## config.mk

```make
export PLATFORM = sky130hd
export DESIGN_NAME = elevator_order_queue
export DESIGN_NICKNAME = d
export VERILOG_FILES = /design/src/rtl/eoq_pkg.sv /design/src/rtl/elevator_order_queue.sv /design/src/rtl/eoq_ram.sv /design/src/rtl/eoq_dp.sv /design/src/rtl/eoq_ctrl.sv
export SDC_FILE = /design/constraint.sdc
export NUM_CORES = 1
export LEC_CHECK = 0
export BUFFER_PORTS_ARGS = -buffer_cell sky130_fd_sc_hd__buf_2
export CORE_AREA = 2 2 78 155
export CTS_CLUSTER_DIAMETER = 30
export DETAILED_ROUTE_END_ITERATION = 16
export DIE_AREA = 0 0 80 157
export PLACE_DENSITY_LB_ADDON = 0.05
export SYNTH_ARGS = -nofsm -noshare
export SYNTH_HDL_FRONTEND = slang
export SYNTH_SLANG_ARGS = --single-unit
```

## constraint.sdc

```tcl
create_clock -name clk -period 4.6 [get_ports clk]
set_clock_uncertainty 0.2 [all_clocks]
set_input_delay 0.69 -clock clk [delete_from_list [all_inputs] [get_ports clk]]
set_output_delay 0.69 -clock clk [all_outputs]
set_load 0.03 [all_outputs]
```

## src/rtl/eoq_pkg.sv

```systemverilog
`default_nettype none

package eoq_pkg;

  localparam int FLOORS   = 4;
  localparam int BUTTONS  = 3;
  localparam int DEPTH    = FLOORS * BUTTONS;

  localparam int KIND_W   = 2;
  localparam int FLOOR_W  = 2;
  localparam int BUTTON_W = 2;
  localparam int LEN_W    = 4;
  localparam int ENTRY_W  = FLOOR_W + BUTTON_W;
  localparam int IDX_W    = $clog2(DEPTH);
  localparam int CNT_W    = $clog2(DEPTH + 1);

  localparam int IN_DATA_W  = 8;
  localparam int OUT_DATA_W = 16;

  typedef enum logic [KIND_W-1:0] {
    KIND_PRESS  = 2'd0,
    KIND_POP    = 2'd1,
    KIND_REMOVE = 2'd2,
    KIND_CLEAR  = 2'd3
  } kind_t;

  localparam logic [BUTTON_W-1:0] BTN_UP   = 2'd0;
  localparam logic [BUTTON_W-1:0] BTN_DOWN = 2'd1;

  typedef struct packed {
    logic [BUTTON_W-1:0] button;
    logic [FLOOR_W-1:0]  floor;
  } entry_t;

  typedef enum logic [3:0] {
    DP_NOP,
    DP_LOAD,
    DP_SCAN_RD,
    DP_DUP_CHK,
    DP_SHIFT_INIT,
    DP_SHIFT_WR,
    DP_INSERT,
    DP_CMP,
    DP_FINISH,
    DP_EMIT_RD,
    DP_EMIT,
    DP_EMIT_NULL
  } dp_op_t;

  typedef struct packed {
    dp_op_t op;
  } dp_cmd_t;

  typedef struct packed {
    logic is_press;
    logic count_zero;
    logic scan_last;
    logic idx_zero;
    logic press_ok;
    logic front;
    logic nl_zero;
    logic emit_last;
    logic out_busy;
  } dp_status_t;

endpackage

`default_nettype wire

```

## src/rtl/elevator_order_queue.sv

```systemverilog
// A queued press is checked for duplicates against every stored order and, when it goes to the
// front, shifts the stored orders down first; a refused press, a floor removal that matches
// nothing, or a pop, removal or clear on an empty queue yields one result with no lamp change;
// otherwise one result per lamp. Scans go through the single read port of the order store.
// The next word is accepted only once the last result of the current word is registered.
// Synchronous active-low reset empties the queue and idles the controller, not the store.
`default_nettype none

module elevator_order_queue
  import eoq_pkg::*;
(
  input  wire logic                  clk,
  input  wire logic                  rst_n,
  input  wire logic                  in_tvalid,
  output logic                       in_tready,
  // order_floor[1:0], order_button[3:2], last_floor[5:4], zero fill above
  input  wire logic [IN_DATA_W-1:0]  in_tdata,
  // kind[1:0]
  input  wire logic [KIND_W-1:0]     in_tuser,
  output logic                       out_tvalid,
  input  wire logic                  out_tready,
  // lamp_floor[1:0], lamp_button[3:2], lamp_on[4], queue_length[8:5],
  // head_floor[10:9], head_button[12:11], queue_empty[13], zero fill above
  output logic [OUT_DATA_W-1:0]      out_tdata,
  // lamp_valid
  output logic                       out_tuser,
  output logic                       out_tlast
);

  dp_cmd_t    cmd;
  dp_status_t status;

  eoq_ctrl u_ctrl (
    .clk       (clk),
    .rst_n     (rst_n),
    .in_tvalid (in_tvalid),
    .in_tready (in_tready),
    .status    (status),
    .cmd       (cmd)
  );

  eoq_dp u_dp (
    .clk        (clk),
    .rst_n      (rst_n),
    .in_tdata   (in_tdata),
    .in_tuser   (in_tuser),
    .cmd        (cmd),
    .status     (status),
    .out_tvalid (out_tvalid),
    .out_tready (out_tready),
    .out_tdata  (out_tdata),
    .out_tuser  (out_tuser),
    .out_tlast  (out_tlast)
  );

endmodule

`default_nettype wire

```

## src/rtl/eoq_ram.sv

```systemverilog
`default_nettype none

module eoq_ram #(
  parameter int WIDTH = 4,
  parameter int DEPTH = 12
) (
  input  wire logic                     clk,
  input  wire logic                     we,
  input  wire logic [$clog2(DEPTH)-1:0] waddr,
  input  wire logic [WIDTH-1:0]         wdata,
  input  wire logic                     re,
  input  wire logic [$clog2(DEPTH)-1:0] raddr,
  output logic      [WIDTH-1:0]         rdata
);

  logic [WIDTH-1:0] mem_r [DEPTH];
  logic [WIDTH-1:0] rdata_r;

  always_ff @(posedge clk) begin
    if (we) begin
      mem_r[waddr] <= wdata;
    end
    if (re) begin
      rdata_r <= mem_r[raddr];
    end
  end

  assign rdata = rdata_r;

endmodule

`default_nettype wire

```

## src/rtl/eoq_dp.sv

```systemverilog
`default_nettype none

module eoq_dp
  import eoq_pkg::*;
(
  input  wire logic                  clk,
  input  wire logic                  rst_n,
  input  wire logic [IN_DATA_W-1:0]  in_tdata,
  input  wire logic [KIND_W-1:0]     in_tuser,
  input  wire dp_cmd_t               cmd,
  output dp_status_t                 status,
  output logic                       out_tvalid,
  input  wire logic                  out_tready,
  output logic [OUT_DATA_W-1:0]      out_tdata,
  output logic                       out_tuser,
  output logic                       out_tlast
);

  // Latched command word.
  kind_t                 kind_r;
  logic [FLOOR_W-1:0]    floor_r;
  logic [BUTTON_W-1:0]   button_r;
  logic [FLOOR_W-1:0]    lastf_r;

  // Queue bookkeeping.
  logic [CNT_W-1:0]      count_r, count_nxt;
  entry_t                head_r, head_nxt;
  logic [IDX_W-1:0]      idx_r, idx_nxt;
  logic [CNT_W-1:0]      keep_r, keep_nxt;
  logic [CNT_W-1:0]      nl_r, nl_nxt;
  entry_t                newhead_r, newhead_nxt;
  logic                  dup_r, dup_nxt;

  // Output register.
  logic                  out_valid_r;
  logic                  o_lamp_valid_r;
  entry_t                o_lamp_r;
  logic                  o_lamp_on_r;
  logic [LEN_W-1:0]      o_len_r;
  entry_t                o_head_r;
  logic                  o_empty_r;
  logic                  o_last_r;

  entry_t                new_entry;
  entry_t                slot_rdata;
  entry_t                lamp_rdata;
  logic                  slot_we, lamp_we;
  logic [IDX_W-1:0]      slot_waddr, lamp_waddr;
  entry_t                slot_wdata, lamp_wdata;
  logic                  match;
  logic                  front;
  logic                  count_zero;
  logic [IDX_W-1:0]      ins_pos;

  function automatic logic rule_holds(
    input logic [FLOOR_W-1:0]  hf,
    input logic [FLOOR_W-1:0]  nf,
    input logic [BUTTON_W-1:0] nb,
    input logic [FLOOR_W-1:0]  lf
  );
    logic up;
    logic down;
    up   = (hf > nf) && (lf < nf);
    down = (hf < nf) && (lf > nf);
    case (nb)
      BTN_UP:   return up;
      BTN_DOWN: return down;
      default:  return up || down;
    endcase
  endfunction

  assign new_entry  = '{button: button_r, floor: floor_r};
  assign count_zero = (count_r == '0);
  assign front      = !count_zero && rule_holds(head_r.floor, floor_r, button_r, lastf_r);
  assign ins_pos    = front ? '0 : count_r[IDX_W-1:0];

  // Which stored orders a compaction pass drops.
  always_comb begin
    case (kind_r)
      KIND_POP:    match = (idx_r == '0);
      KIND_REMOVE: match = (slot_rdata.floor == floor_r);
      KIND_CLEAR:  match = 1'b1;
      default:     match = 1'b0;
    endcase
  end

  always_comb begin
    slot_we    = 1'b0;
    slot_waddr = keep_r[IDX_W-1:0];
    slot_wdata = slot_rdata;
    lamp_we    = 1'b0;
    lamp_waddr = nl_r[IDX_W-1:0];
    lamp_wdata = slot_rdata;
    case (cmd.op)
      DP_SHIFT_WR: begin
        slot_we    = 1'b1;
        slot_waddr = IDX_W'(idx_r + 1'b1);
      end
      DP_INSERT: begin
        slot_we    = 1'b1;
        slot_waddr = ins_pos;
        slot_wdata = new_entry;
        lamp_we    = 1'b1;
        lamp_waddr = '0;
        lamp_wdata = new_entry;
      end
      DP_CMP: begin
        slot_we = !match;
        lamp_we = match;
      end
      default: ;
    endcase
  end

  eoq_ram #(.WIDTH(ENTRY_W), .DEPTH(DEPTH)) u_slots (
    .clk   (clk),
    .we    (slot_we),
    .waddr (slot_waddr),
    .wdata (slot_wdata),
    .re    (cmd.op == DP_SCAN_RD),
    .raddr (idx_r),
    .rdata (slot_rdata)
  );

  // Lamp changes of the current word, in queue order, until they are sent.
  eoq_ram #(.WIDTH(ENTRY_W), .DEPTH(DEPTH)) u_lamps (
    .clk   (clk),
    .we    (lamp_we),
    .waddr (lamp_waddr),
    .wdata (lamp_wdata),
    .re    (cmd.op == DP_EMIT_RD),
    .raddr (idx_r),
    .rdata (lamp_rdata)
  );

  always_comb begin
    count_nxt   = count_r;
    head_nxt    = head_r;
    idx_nxt     = idx_r;
    keep_nxt    = keep_r;
    nl_nxt      = nl_r;
    newhead_nxt = newhead_r;
    dup_nxt     = dup_r;
    case (cmd.op)
      DP_LOAD: begin
        idx_nxt  = '0;
        keep_nxt = '0;
        nl_nxt   = '0;
        dup_nxt  = 1'b0;
      end
      DP_DUP_CHK: begin
        if (slot_rdata == new_entry) begin
          dup_nxt = 1'b1;
        end
        idx_nxt = IDX_W'(idx_r + 1'b1);
      end
      DP_SHIFT_INIT: idx_nxt = IDX_W'(count_r - 1'b1);
      DP_SHIFT_WR:   idx_nxt = IDX_W'(idx_r - 1'b1);
      DP_INSERT: begin
        if (front || count_zero) begin
          head_nxt = new_entry;
        end
        count_nxt = CNT_W'(count_r + 1'b1);
        nl_nxt    = CNT_W'(1);
        idx_nxt   = '0;
      end
      DP_CMP: begin
        if (match) begin
          nl_nxt = CNT_W'(nl_r + 1'b1);
        end else begin
          if (keep_r == '0) begin
            newhead_nxt = slot_rdata;
          end
          keep_nxt = CNT_W'(keep_r + 1'b1);
        end
        idx_nxt = IDX_W'(idx_r + 1'b1);
      end
      DP_FINISH: begin
        count_nxt = keep_r;
        head_nxt  = newhead_r;
        idx_nxt   = '0;
      end
      DP_EMIT: idx_nxt = IDX_W'(idx_r + 1'b1);
      default: ;
    endcase
  end

  always_ff @(posedge clk) begin
    if (!rst_n) begin
      count_r     <= '0;
      idx_r       <= '0;
      keep_r      <= '0;
      nl_r        <= '0;
      dup_r       <= 1'b0;
      out_valid_r <= 1'b0;
    end else begin
      count_r <= count_nxt;
      idx_r   <= idx_nxt;
      keep_r  <= keep_nxt;
      nl_r    <= nl_nxt;
      dup_r   <= dup_nxt;
      if (cmd.op == DP_EMIT || cmd.op == DP_EMIT_NULL) begin
        out_valid_r <= 1'b1;
      end else if (out_tready) begin
        out_valid_r <= 1'b0;
      end
    end
  end

  always_ff @(posedge clk) begin
    head_r    <= head_nxt;
    newhead_r <= newhead_nxt;
    if (cmd.op == DP_LOAD) begin
      kind_r   <= kind_t'(in_tuser);
      floor_r  <= in_tdata[FLOOR_W-1:0];
      button_r <= in_tdata[FLOOR_W +: BUTTON_W];
      lastf_r  <= in_tdata[FLOOR_W+BUTTON_W +: FLOOR_W];
    end
    if (cmd.op == DP_EMIT || cmd.op == DP_EMIT_NULL) begin
      o_lamp_valid_r <= (cmd.op == DP_EMIT);
      o_lamp_r       <= (cmd.op == DP_EMIT) ? lamp_rdata : '0;
      o_lamp_on_r    <= (cmd.op == DP_EMIT) && (kind_r == KIND_PRESS);
      o_last_r       <= (cmd.op == DP_EMIT_NULL) || status.emit_last;
      o_len_r        <= LEN_W'(count_r);
      o_head_r       <= count_zero ? '0 : head_r;
      o_empty_r      <= count_zero;
    end
  end

  assign status.is_press   = (kind_r == KIND_PRESS);
  assign status.count_zero = count_zero;
  assign status.scan_last  = (CNT_W'(idx_r) == CNT_W'(count_r - 1'b1));
  assign status.idx_zero   = (idx_r == '0);
  assign status.press_ok   = (int'(button_r) < BUTTONS) && (int'(floor_r) < FLOORS) &&
                             !dup_r && (int'(count_r) < DEPTH);
  assign status.front      = front;
  assign status.nl_zero    = (nl_r == '0);
  assign status.emit_last  = (CNT_W'(idx_r) == CNT_W'(nl_r - 1'b1));
  assign status.out_busy   = out_valid_r && !out_tready;

  assign out_tvalid = out_valid_r;
  assign out_tuser  = o_lamp_valid_r;
  assign out_tlast  = o_last_r;
  assign out_tdata  = {2'b00, o_empty_r, o_head_r.button, o_head_r.floor, o_len_r,
                       o_lamp_on_r, o_lamp_r.button, o_lamp_r.floor};

`ifndef SYNTH
  // During compaction every visited slot was either kept or dropped.
  a_scan_balance: assert property (@(posedge clk) disable iff (!rst_n)
    (cmd.op == DP_CMP) |-> (CNT_W'(keep_r + nl_r) == CNT_W'(idx_r)))
    else $error("compaction counters out of step with the scan index");

  a_count_bound: assert property (@(posedge clk) disable iff (!rst_n)
    int'(count_r) <= DEPTH)
    else $error("order count exceeds the queue depth");

  // A word with no lamp change is always the only result of its input.
  a_null_is_last: assert property (@(posedge clk) disable iff (!rst_n)
    (out_valid_r && !o_lamp_valid_r) |-> o_last_r)
    else $error("lamp-less result not marked last");
`endif

endmodule

`default_nettype wire

```

## src/rtl/eoq_ctrl.sv

```systemverilog
`default_nettype none

module eoq_ctrl
  import eoq_pkg::*;
(
  input  wire logic       clk,
  input  wire logic       rst_n,
  input  wire logic       in_tvalid,
  output logic            in_tready,
  input  wire dp_status_t status,
  output dp_cmd_t         cmd
);

  typedef enum logic [3:0] {
    S_IDLE,
    S_START,
    S_DUP_RD,
    S_DUP_USE,
    S_DECIDE,
    S_SHIFT_RD,
    S_SHIFT_USE,
    S_INSERT,
    S_CMP_RD,
    S_CMP_USE,
    S_FINISH,
    S_EMIT_RD,
    S_EMIT_USE,
    S_EMIT_NULL
  } state_t;

  state_t state_r, state_nxt;

  always_comb begin
    state_nxt = state_r;
    cmd.op    = DP_NOP;
    unique case (state_r)
      S_IDLE: begin
        if (in_tvalid) begin
          cmd.op    = DP_LOAD;
          state_nxt = S_START;
        end
      end
      S_START: begin
        if (status.is_press) begin
          state_nxt = status.count_zero ? S_DECIDE : S_DUP_RD;
        end else begin
          state_nxt = status.count_zero ? S_EMIT_NULL : S_CMP_RD;
        end
      end
      S_DUP_RD: begin
        cmd.op    = DP_SCAN_RD;
        state_nxt = S_DUP_USE;
      end
      S_DUP_USE: begin
        cmd.op    = DP_DUP_CHK;
        state_nxt = status.scan_last ? S_DECIDE : S_DUP_RD;
      end
      S_DECIDE: begin
        if (!status.press_ok) begin
          state_nxt = S_EMIT_NULL;
        end else if (status.front) begin
          cmd.op    = DP_SHIFT_INIT;
          state_nxt = S_SHIFT_RD;
        end else begin
          state_nxt = S_INSERT;
        end
      end
      S_SHIFT_RD: begin
        cmd.op    = DP_SCAN_RD;
        state_nxt = S_SHIFT_USE;
      end
      S_SHIFT_USE: begin
        cmd.op    = DP_SHIFT_WR;
        state_nxt = status.idx_zero ? S_INSERT : S_SHIFT_RD;
      end
      S_INSERT: begin
        cmd.op    = DP_INSERT;
        state_nxt = S_EMIT_RD;
      end
      S_CMP_RD: begin
        cmd.op    = DP_SCAN_RD;
        state_nxt = S_CMP_USE;
      end
      S_CMP_USE: begin
        cmd.op    = DP_CMP;
        state_nxt = status.scan_last ? S_FINISH : S_CMP_RD;
      end
      S_FINISH: begin
        cmd.op    = DP_FINISH;
        state_nxt = status.nl_zero ? S_EMIT_NULL : S_EMIT_RD;
      end
      S_EMIT_RD: begin
        cmd.op    = DP_EMIT_RD;
        state_nxt = S_EMIT_USE;
      end
      S_EMIT_USE: begin
        if (!status.out_busy) begin
          cmd.op    = DP_EMIT;
          state_nxt = status.emit_last ? S_IDLE : S_EMIT_RD;
        end
      end
      S_EMIT_NULL: begin
        if (!status.out_busy) begin
          cmd.op    = DP_EMIT_NULL;
          state_nxt = S_IDLE;
        end
      end
      default: state_nxt = S_IDLE;
    endcase
  end

  always_ff @(posedge clk) begin
    if (!rst_n) begin
      state_r <= S_IDLE;
    end else begin
      state_r <= state_nxt;
    end
  end

  assign in_tready = (state_r == S_IDLE);

endmodule

`default_nettype wire
```

# Word level (Yosys, flattened, before mapping)
# Memories as Yosys holds them, arrays and structs flattened. A register that Yosys moved wholly into a read port is not among the register bits.
# Index checks and enable logic that the tools add are counted.
op_classes:
  addsub: 7
  n_mul: 0
  div: 0
  magnitude_cmp: 6
  eq_ne: 39
  shifts: 0
  mux: 44
  n_bitwise: 1
  n_reduce_logical: 38
op_table:
  columns: ["operator", "n"]
  rows:
  - ["$mux 4", 15]
  - ["$pmux 4 s14", 1]
  - ["$pmux 4 s11", 1]
  - ["$eq 4x4->1 const B", 10]
  - ["$eq 4x3->1 const B", 8]
  - ["$pmux 4 s2", 4]
  - ["$logic_not 4->1", 5]
  - ["$add 4x1->4 const B", 4]
  - ["$eq 4x2->1 const B", 4]
  - ["$pmux 4 s4", 1]
  - ["$mux 3", 5]
  - ["$eq 4x4->1", 3]
  - ["$pmux 4 s3", 1]
  - ["$sub 4x1->4 const B", 3]
  - ["$reduce_or 3->1", 3]
  - ["$eq 4x1->1 const B", 2]
  - ["$mux 1", 8]
  - ["$ne 2x2->1 const B", 4]
  - ["$pmux 1 s2", 4]
  - ["$reduce_and 2->1", 4]
  - ["$reduce_bool 2->1", 4]
  - ["$logic_and 1x1->1", 7]
  - ["$mux 2", 3]
  - ["$ne 2x1->1 const B", 3]
  - ["other kinds (16)", 28]
totals:
  ff_bits: 54
  latchBits: 0
  ram_bits: 96
  romBits: 0
  input_bits: 14
  elab_cells: 161
  n_memories: 2
mem_list:
  columns: ["name", "words", "word_bits", "read_ports", "rd_clocked_by_memory_dff", "write_ports", "line", "rtl"]
  rows:
  - ["u_dp.u_lamps.mem_r", 12, 4, 1, 1, 1, "eoq_ram.sv:16", "logic [WIDTH-1:0] mem_r [DEPTH];"]
  - ["u_dp.u_slots.mem_r", 12, 4, 1, 1, 1, "eoq_ram.sv:16", null]

# Logic depth before layout (Yosys ltp)
# Gate-level depths: netlist (run 1).
depth:
  word_depth: 13
  mapped_depth: 11
  mapped_depth_nobuf: 9

# Cells and area by module
# Synthesis (run 1) repeated with hierarchy kept, for this count alone.
hier_totals:
  hier_cells: 585
  hier_area_um2: 7598.5
by_module_without_submodules:
  columns: ["mod", "instances", "cells_each", "area_per_inst_um2", "seq_area_each_um2"]
  rows:
  - ["eoq_ram", 2, 101, 2053.2, 1561.5]
  - ["eoq_dp", 1, 308, 2971.6, 1321.3]
  - ["eoq_ctrl", 1, 75, 520.5, 80.1]

# Least setup slack after synthesis (run 1)
# No wires, ideal clock.
synth_timing:
  kind: "reg2reg"
  start: "register u_dp.idx_r[1]"
  end: "memory u_dp.u_slots.mem_r[10][0] (enable)"
  setup_time_ns: 0.329
  arrival_ns: 2.628
  t_required_ns: 4.071
  slack_ns: 1.443
  stages_incl_launch_ff: 12
  path_buffers: 3
  synth_period_minus_slack_ns: 3.157
  path_cell_list: "dfxtp_1 -> clkbuf_1 -> clkbuf_1 -> buf_1 -> inv_1 -> ha_1 -> nor4bb_1 -> nor3_1 -> nor2_1 -> nand2_1 -> or3b_4 -> nor2_1"
synth_via:
  elab_chain_len: 6
synth_lines:
  columns: ["item", "line", "rtl"]
  rows:
  - ["start: declaration", "eoq_dp.sv:28", "logic [IDX_W-1:0] idx_r, idx_nxt;"]
  - ["start signal: assignment", "eoq_dp.sv:198", "idx_r <= idx_nxt;"]
  - ["$logic_not 4->1", "eoq_dp.sv:80", "KIND_POP: match = (idx_r == '0);"]
  - ["$pmux 1 s3", "eoq_dp.sv:79", "case (kind_r)"]
  - ["$logic_not 1->1", "eoq_dp.sv:108", "slot_we = !match;"]
  - ["$pmux 1 s2", "eoq_dp.sv:94", "case (cmd.op)"]
  - ["$mux 1", "eoq_ram.sv:20", "if (we) begin"]
  - ["$mux 1 (not written as such)", "eoq_ram.sv:21", "mem_r[waddr] <= wdata;"]
  - ["end: declaration", "eoq_ram.sv:16", null]
# Several ways; a longest one is shown, not always the timed one.

# Final worst setup path (run 1)
layout_timing:
  start: "register u_dp.count_r[0]"
  end: "memory u_dp.u_slots.mem_r[10][3] (enable)"
layout_via:
  elab_chain_len: 11
layout_lines:
  columns: ["item", "line", "rtl"]
  rows:
  - ["start: declaration", "eoq_dp.sv:26", "logic [CNT_W-1:0] count_r, count_nxt;"]
  - ["start signal: assignment", "eoq_dp.sv:197", "count_r <= count_nxt;"]
  - ["$logic_not 4->1 (*)", "eoq_dp.sv:73", "assign count_zero = (count_r == '0);"]
  - ["named net u_dp.count_zero", "eoq_dp.sv:52", "logic count_zero;"]
  - ["$logic_not 1->1 (*)", "eoq_dp.sv:74", "assign front = !count_zero && rule_holds(head_r.floor, floor_r, button_r, lastf_r);"]
  - ["$logic_and 1x1->1 (*)", "eoq_dp.sv:74", null]
  - ["$mux 3", "eoq_ctrl.sv:61", "end else if (status.front) begin"]
  - ["$mux 4", "eoq_ctrl.sv:59", "if (!status.press_ok) begin"]
  - ["$pmux 4 s11", "eoq_ctrl.sv:36", "unique case (state_r)"]
  - ["$eq 4x3->1", "eoq_dp.sv:94", null]
  - ["$reduce_or 2->1 (no line)", null, null]
  - ["$pmux 1 s2", "eoq_dp.sv:94", null]
  - ["$mux 1", "eoq_ram.sv:20", null]
  - ["$mux 1 (not written as such)", "eoq_ram.sv:21", null]
# The timed path passes the listed nets; every way through them passes the cells marked *.

==> results.md, run 1 <==
* Slew headroom at 0.311
* Final period util at 0.743
* CTS clock-pin slew for the worst setup and hold paths at around 0.070 ns
* Layout cells sized above 1 at 0.184
* Number of post-CTS setup repair buffers at 0
* Power density over the cells at 580 nW/µm²
* Internal cell power at 3.06 mW
* Mapped Avg Cell Area at roughly 13 µm²
* DR top layer: met4
* Clock root cell: clkbuf_16
* CP Capture Type: flop
* Max cap viols at 0
* Peak supply drop at 0.510 mV
* Wire per inst at 21.1 µm
* Post-DP HPWL at 10,400 µm
* Die Wd at 80 µm
* Required time of the critical path at 4.48 ns
* CTS tree: done
* Antenna Cells at 0
* Placed insts at between 600 and 700
* Vias in the first global route at 4,517
* Worst Setup Start Kind: flop
* Cts bufs inserted at 17
* Syn-to-layout area delta at 10.6%
* Skew-Pair Late Insertion Delay at 0.43 ns
* DR pass1 iterations at 5
* Die area at 12,600 µm²
* Resized cells post-CTS at 0
* Overflow after GRT at 0
* Worst hold path class: input pin to flop
* WL met1 at 5480 µm
* Logic pwr share at 0.273
* Crit Path Class: flop to flop
* Reg power frac at 0.438
* Global-route wire length before repair at 23,400 µm
* Cell with the most instances after synthesis: edfxtp_1
* Max Fclk at 293 MHz
* Chip height at 157 µm
* Top_reg_cell synth: edfxtp_1
* Detail Route Antenna Nets at 0
* Wire length on met3 at between 500 and 600 µm
* Final Hold Viols at 0
* Ys async rst share at 0
* Outcome: completed
* RSZ-0062 raised after global routing: no
* Synth cell types at 69
* PortBufs at 29
* Final WL at between 15,000 and 20,000 µm
* CP startpoint: u_dp.count_r[0]
* Syn Std Cell Area at 7230 µm²
* Starting Density at 0.640
* Flops & latches, synth at 158
* Mapped Cells at 538
* Final slew viol count at 0
* Sw Pwr at 1.58 mW
* Leading area contributor after synthesis: edfxtp_1
* Minimum clock period at around 3.4 ns
* Clock buffer depth at 2
* Multi-input gate area at around 2500 µm²
* Post-synth top area share at 0.565
* Finished Core Util at 0.708
* Worst r2r dst: u_dp.u_slots.mem_r[10][3]
* R2r startpoint: u_dp.count_r[0]
* Total GRT Usage at 0.256
* Synth warnings at 0
* Reg2reg path depth at 9
* Net Sw Frac at 0.340
* H-tree Lvls at 4
* DR DRC count at 0
* I/O pin count at 34
* Gpl congestion at between 0.9 and 1
* Vias/cell at 6.31
* Setup TNS at 0 ns
* Setup violations, final at 0
* Synth top cells by count: 136 x edfxtp_1, 52 x nand2_1, 52 x nor2_1, 24 x mux4_2, 22 x dfxtp_1
* Final net count at 586
* CORE AREA at approximately 11,000 µm²
* Starting DRT DRC Count at ~360
* Row cnt at 55
* Cell Count, Final, Fillers Out at between 700 and 800
* Num Clock Sinks at about 160
* Antenna violations before repair at 0
* Seq/Total Area, Yosys at 0.626
* Clock Power Share at 0.289
* Fillcell total at 783
* Worst EP arrival at 3.29 ns
* Hold Buf Count CTS at 0
* Post-synth EDFFs at 136
* R2R setup slack at about 1.2 ns
* WL met2 at about 8300 µm
* Largest net degree at the start of global routing at 32
* Register area at roughly 4500 µm²
* Crit-path max FO at 8
* Worst-Margin Slew at 1.03 ns
* Leakage power at approximately 2.7 nW
* Crit path to: u_dp.u_slots.mem_r[10][3]
* Via Count at 4,502
* Area contributors post-synth: edfxtp_1 57%, mux4_2 7.5%, dfxtp_1 6.1%, nand2_1 2.7%, nor2_1 2.7%
-- kinds of logic after synthesis --
| logic type | count (synthesis) | synth area share |
|---|---|---|
| compound gates | 81 | 0.0783 |
| buf+inv | 51 | 0.0326 |
| flops | 158 | 0.626 |
| fa+ha+maj | 13 | 0.0225 |
| xor+xnor | 23 | 0.0279 |
| simple gates | 176 | 0.121 |
| mux | 35 | 0.0907 |
| other cells | 1 | 0.000519 |
-- worst min path at each step --
stage / startpoint / to / slack [ns] / depth (start not counted)
finish: in_tdata[1] / u_dp.floor_r[1] / 0.23 / 1
global route: in_tuser[0] / u_dp.kind_r[0] / 0.23 / 1
CTS: in_tuser[1] / u_dp.kind_r[1] / 0.23 / 1
detailed placement: u_dp.dup_r / u_dp.dup_r / 0.25 / 2
global placement: u_dp.dup_r / u_dp.dup_r / 0.24 / 2
floorplan: u_dp.count_r[2] / u_dp.o_len_r[2] / 0.22 / 0
-- area by class of cell --
type                    count  area share
repair buffers             34      0.0229
clock buffers              18      0.0537
inverters                  18     0.00861
clock inverters            14      0.0166
flip-flops and latches    158       0.566
multi-input cells         330       0.310
well taps                 142      0.0222
-- power by group through the flow --
stage          logic (mW)  registers (mW)  clock network, mW
2_1_floorplan        1.01            1.93                  0
3_3_place_gp         1.21            2.05                  0
3_5_place_dp         1.25            2.06                  0
4_1_cts              1.26            2.02               1.36
5_1_grt              1.38            2.05               1.42
6_report             1.27            2.03               1.34
-- placed cells by master, fill, tap and decap left out, drive strengths merged, types with 4 or more instances in the layout --
cell type	n
nor2	52
nor3	13
inv	22
dfxtp	22
o21ai	21
edfxtp	136
clkinv	7
xnor2	12
and2	9
nand3	8
a211oi	7
a21oi	12
nor2b	5
nand2b	10
buf	34
nor4	4
mux4	24
nand2	52
o22ai	6
xor2	11
mux2i	10
clkbuf	18
ha	13
-- worst max-delay path, stage by stage (launching register included) --
cell and delay (ns):
dfxtp_1 0.49, inv_1 0.14, ha_1 0.22, or3b_1 0.31, clkinv_2 0.21, or3_1 0.38, o22ai_1 0.36, o21a_1 0.28
nand2b_1 0.13, nor2_1 0.36
-- through the flow --
stage | hold slack (ns) | setup WS (ns) | instance area (µm²) | power [mW]
after floorplan | 0.224 | 1.44 | 7230 | 2.94
after global placement | 0.239 | 1.32 | 7430 | 3.26
after detailed placement | 0.254 | 1.21 | 7430 | 3.31
after CTS | 0.227 | 1.19 | 7990 | 4.64
after global routing | 0.225 | 1.09 | 7990 | 4.85
final | 0.234 | 1.18 | 7990 | 4.64
-- state kept, by name (all words and copies together), names as in the netlist, 4 cells and up --
| register | cells |
|---|---|
| u_dp.u_lamps.mem_r | 48 |
| u_dp.u_slots.mem_r | 48 |
| u_dp.out_tdata | 8 |
| u_ctrl.state_r | 4 |
| u_dp.count_r | 4 |
| u_dp.head_r | 4 |
| u_dp.idx_r | 4 |
| u_dp.keep_r | 4 |
| u_dp.newhead_r | 4 |
| u_dp.nl_r | 4 |
| u_dp.o_len_r | 4 |
| u_dp.u_lamps.rdata | 4 |
| u_dp.u_slots.rdata | 4 |
-- routing by layer --
layer	GRT usage	vias to the layer above
li1	-	2069
met1	0.278	2224
met2	0.462	161
met3	0.0430	48
met4	0.141	0
met5	0	-
Power figures use the tool's default switching activity.
==> run 2, diff against run 1 <==
--- a/config.mk
+++ b/config.mk
@@ -6,10 +6,10 @@
 export NUM_CORES = 1
 export LEC_CHECK = 0
 export BUFFER_PORTS_ARGS = -buffer_cell sky130_fd_sc_hd__buf_2
-export CORE_AREA = 2 2 78 155
+export CORE_AREA = 2 2 85 168
 export CTS_CLUSTER_DIAMETER = 30
 export DETAILED_ROUTE_END_ITERATION = 16
-export DIE_AREA = 0 0 80 157
+export DIE_AREA = 0 0 87 170
 export PLACE_DENSITY_LB_ADDON = 0.05
 export SYNTH_ARGS = -nofsm -noshare
 export SYNTH_HDL_FRONTEND = slang
==> constraint.sdc (replaced) <==
create_clock -name clk -period 2.75 [get_ports clk]
set_clock_uncertainty 0.2 [all_clocks]
set_input_delay 0.4125 -clock clk [delete_from_list [all_inputs] [get_ports clk]]
set_output_delay 0.4125 -clock clk [all_outputs]
set_load 0.03 [all_outputs]
==> run 2 against run 1 <==
Compared with the run above:
- the run now ends with negative setup slack left
- sequential power increased by 61%
- largest power group unchanged
- final cell count increased by 12%
- via count increased by 5.7%
- routed wire length increased by 11%
- cell area increased by 9.9%
- non-clock buffer count increased by 73
- die area increased by 18%
- global-route usage decreased by 1.6 points
- combinational power increased by 120%
- first-iteration DRC count decreased by 15%
- worst setup slack got worse by 1.3 ns
==> results.md, run 2 (synthesis gave the netlist of run 1 again) <==
* Clock buffer depth at 2
* Clock root cell: clkbuf_16
* Post-DP HPWL at ~12,000 µm
* Final period util at 1.03
* Critical-path cell list: ha_1, a2111o_1, mux2_4, a31o_1, or3b_4, nor2_4
* Required time of the critical path at 2.67 ns
* Pre-CTS setup slack at -0.0785 ns
* Power density over the cells at 948 nW/µm²
* Worst Setup Start Kind: flop
* Row cnt at 60
* Final Hold Viols at 0
* Final slew viol count at 0
* CTS clock-pin slew for the worst setup and hold paths at 0.06 ns
* Crit Path Class: flop to flop
* Crit-path max FO at 4
* Final net count at 659
* Gpl congestion at 0.928
* Chip height at 170 µm
* CP Capture Type: flop
* Starting Density at 0.538
* Antenna violations before repair at 0
* H-tree Lvls at 4
* CP bufs+invs at 0
* DR DRC count at 0
* Placed insts at 752
* Overflow after GRT at 0
* Largest net degree at the start of global routing at 25
* Leading cell type in the layout, fill and taps excluded: edfxtp_1
* CTS tree: done
* Die area at about 15,000 µm²
* Via Count at 4,757
* Max Fclk at between 300 and 400 MHz
* Antenna Cells at 0
* Hold EP: u_dp.out_tvalid
* Worst-Margin Slew at around 0.70 ns
* Syn-to-layout area delta at 21.5%
* Leakage power at 3.08 nW
* CP max-delay cell: or3b_4
* Failing checks: negative setup slack
* Hold Slack at 0.112 ns
* RSZ-0062 raised after global routing: yes
* Worst EP arrival at 2.76 ns
* Vias in the first global route at 5,013
* Cts bufs inserted at 17
* Reg2reg path depth at 6
* Skew-Pair Late Insertion Delay at between 0.4 and 0.5 ns
* CORE AREA at 13,400 µm²
* Most frequent cells in the layout: 136 x edfxtp_1, 64 x buf_4, 52 x nand2_1, 36 x nor2_1, 29 x buf_2
* Setup ws final at -0.0900 ns
* DR pass1 iterations at 6
* Cell Count, Final, Fillers Out at 799
* Critical path's largest stage delay at roughly 0.47 ns
* Minimum clock period at 2.84 ns
* Starting DRT DRC Count at slightly above 300
* Worst r2r dst: u_dp.u_slots.mem_r[9][0]
* Final WL at between 15,000 and 20,000 µm
* Peak supply drop at between 0.5 and 0.6 mV
* Setup violations, final at 35
* Post-route cell area at slightly below 9000 µm²
* Slew headroom at 0.529
* Total GRT Usage at 0.240
* I/O pin count at 34
* Setup TNS at -1.96 ns
* Global-route wire length before repair at 26,300 µm
* Vias/cell at 5.95
* Worst hold path class: input pin to flop
* Num Clock Sinks at roughly 160
* Outcome: finished with violations
* Hold depth at 4
* R2R setup slack at -0.09 ns
* Worst Min Path Start: out_tready
* Largest delay share family, worst path: compound AO/OA/AOI/OAI gates
* Layout cells sized above 1 at 0.320
* Die Wd at 87 µm
* Fillcell total at 989
* Detail Route Antenna Nets at 0
* PortBufs at 29
* Wire per inst at 21.0 µm
* Max cap viols at 0
* R2r startpoint: u_dp.lastf_r[1]
* Placed Area at 7900 µm²
==> run 2: changes by cell type in the layout (fill, tap and decap cells not counted), sizes merged <==
cell / delta
buf: +65
clkbuf: -1
dlygate4sd3: +8
==> run 2: what timing repair did <==
action	in CTS	in global routing
resized for setup	9	40
setup buffers	3	5
hold buffers	8	0
hold endpoints to repair	8	0
endpoints found under the setup margin	48	52
pin swaps	4	10
==> run 2: cell type report <==
class,count,area [µm²],share of cell area
multi-input combinational,330,2660,0.303
clock inverter,14,131,0.0150
sequential,158,4530,0.516
inverter,18,68.8,0.00784
timing repair buffer,107,773,0.0880
tap,155,194,0.0221
clock buffer,17,425,0.0484
==> run 2: where the power goes <==
group | leakage [nW] | internal [mW] | total [mW] | switching [mW]
Sequential | 1.42 | 3.06 | 3.26 | 0.202
Combinational | 1.39 | 1.20 | 2.84 | 1.64
Clock | 0.270 | 1.26 | 2.23 | 0.972
Total | 3.08 | 5.51 | 8.32 | 2.81
==> run 2: per-stage QoR <==
| step | power [mW] | utilization |
|---|---|---|
| 2_1_floorplan | 4.93 | - |
| 3_3_place_gp | 5.83 | 0.588 |
| 3_5_place_dp | 5.89 | 0.588 |
| 4_1_cts | 8.18 | 0.639 |
| 5_1_grt | 8.71 | 0.654 |
| 6_report | 8.32 | 0.654 |
==> run 2: routing by layer <==
metal	up-vias	share of wire	global-route usage
met4	0	0.041	0.130
met3	40	0.031	0.0330
met5	-	0	0
met2	139	0.57	0.439
li1	2211	-	-
met1	2367	0.35	0.260
==> run 2: worst max-delay path by stage <==
stage / from / endpoint / slack (ns) / depth (start not counted)
final: u_dp.lastf_r[1] / u_dp.u_slots.mem_r[9][0] / -0.09 / 6
after global routing: u_dp.floor_r[1] / u_dp.u_slots.mem_r[9][3] / -0.17 / 7
after CTS: u_dp.head_r[1] / u_dp.u_slots.mem_r[9][3] / -0.09 / 7
after detailed placement: u_dp.floor_r[1] / u_dp.u_slots.mem_r[0][0] / -0.08 / 10
after global placement: u_dp.count_r[0] / u_dp.u_slots.mem_r[6][0] / -0.06 / 10
after floorplan: u_dp.idx_r[1] / u_dp.u_slots.mem_r[10][0] / 0.01 / 11
==> run 2: tightest hold or removal path, stage by stage <==
cell     delay (ns)
buf_2          0.08
nor2b_1        0.05
nor2_1         0.10
nor2_1         0.04
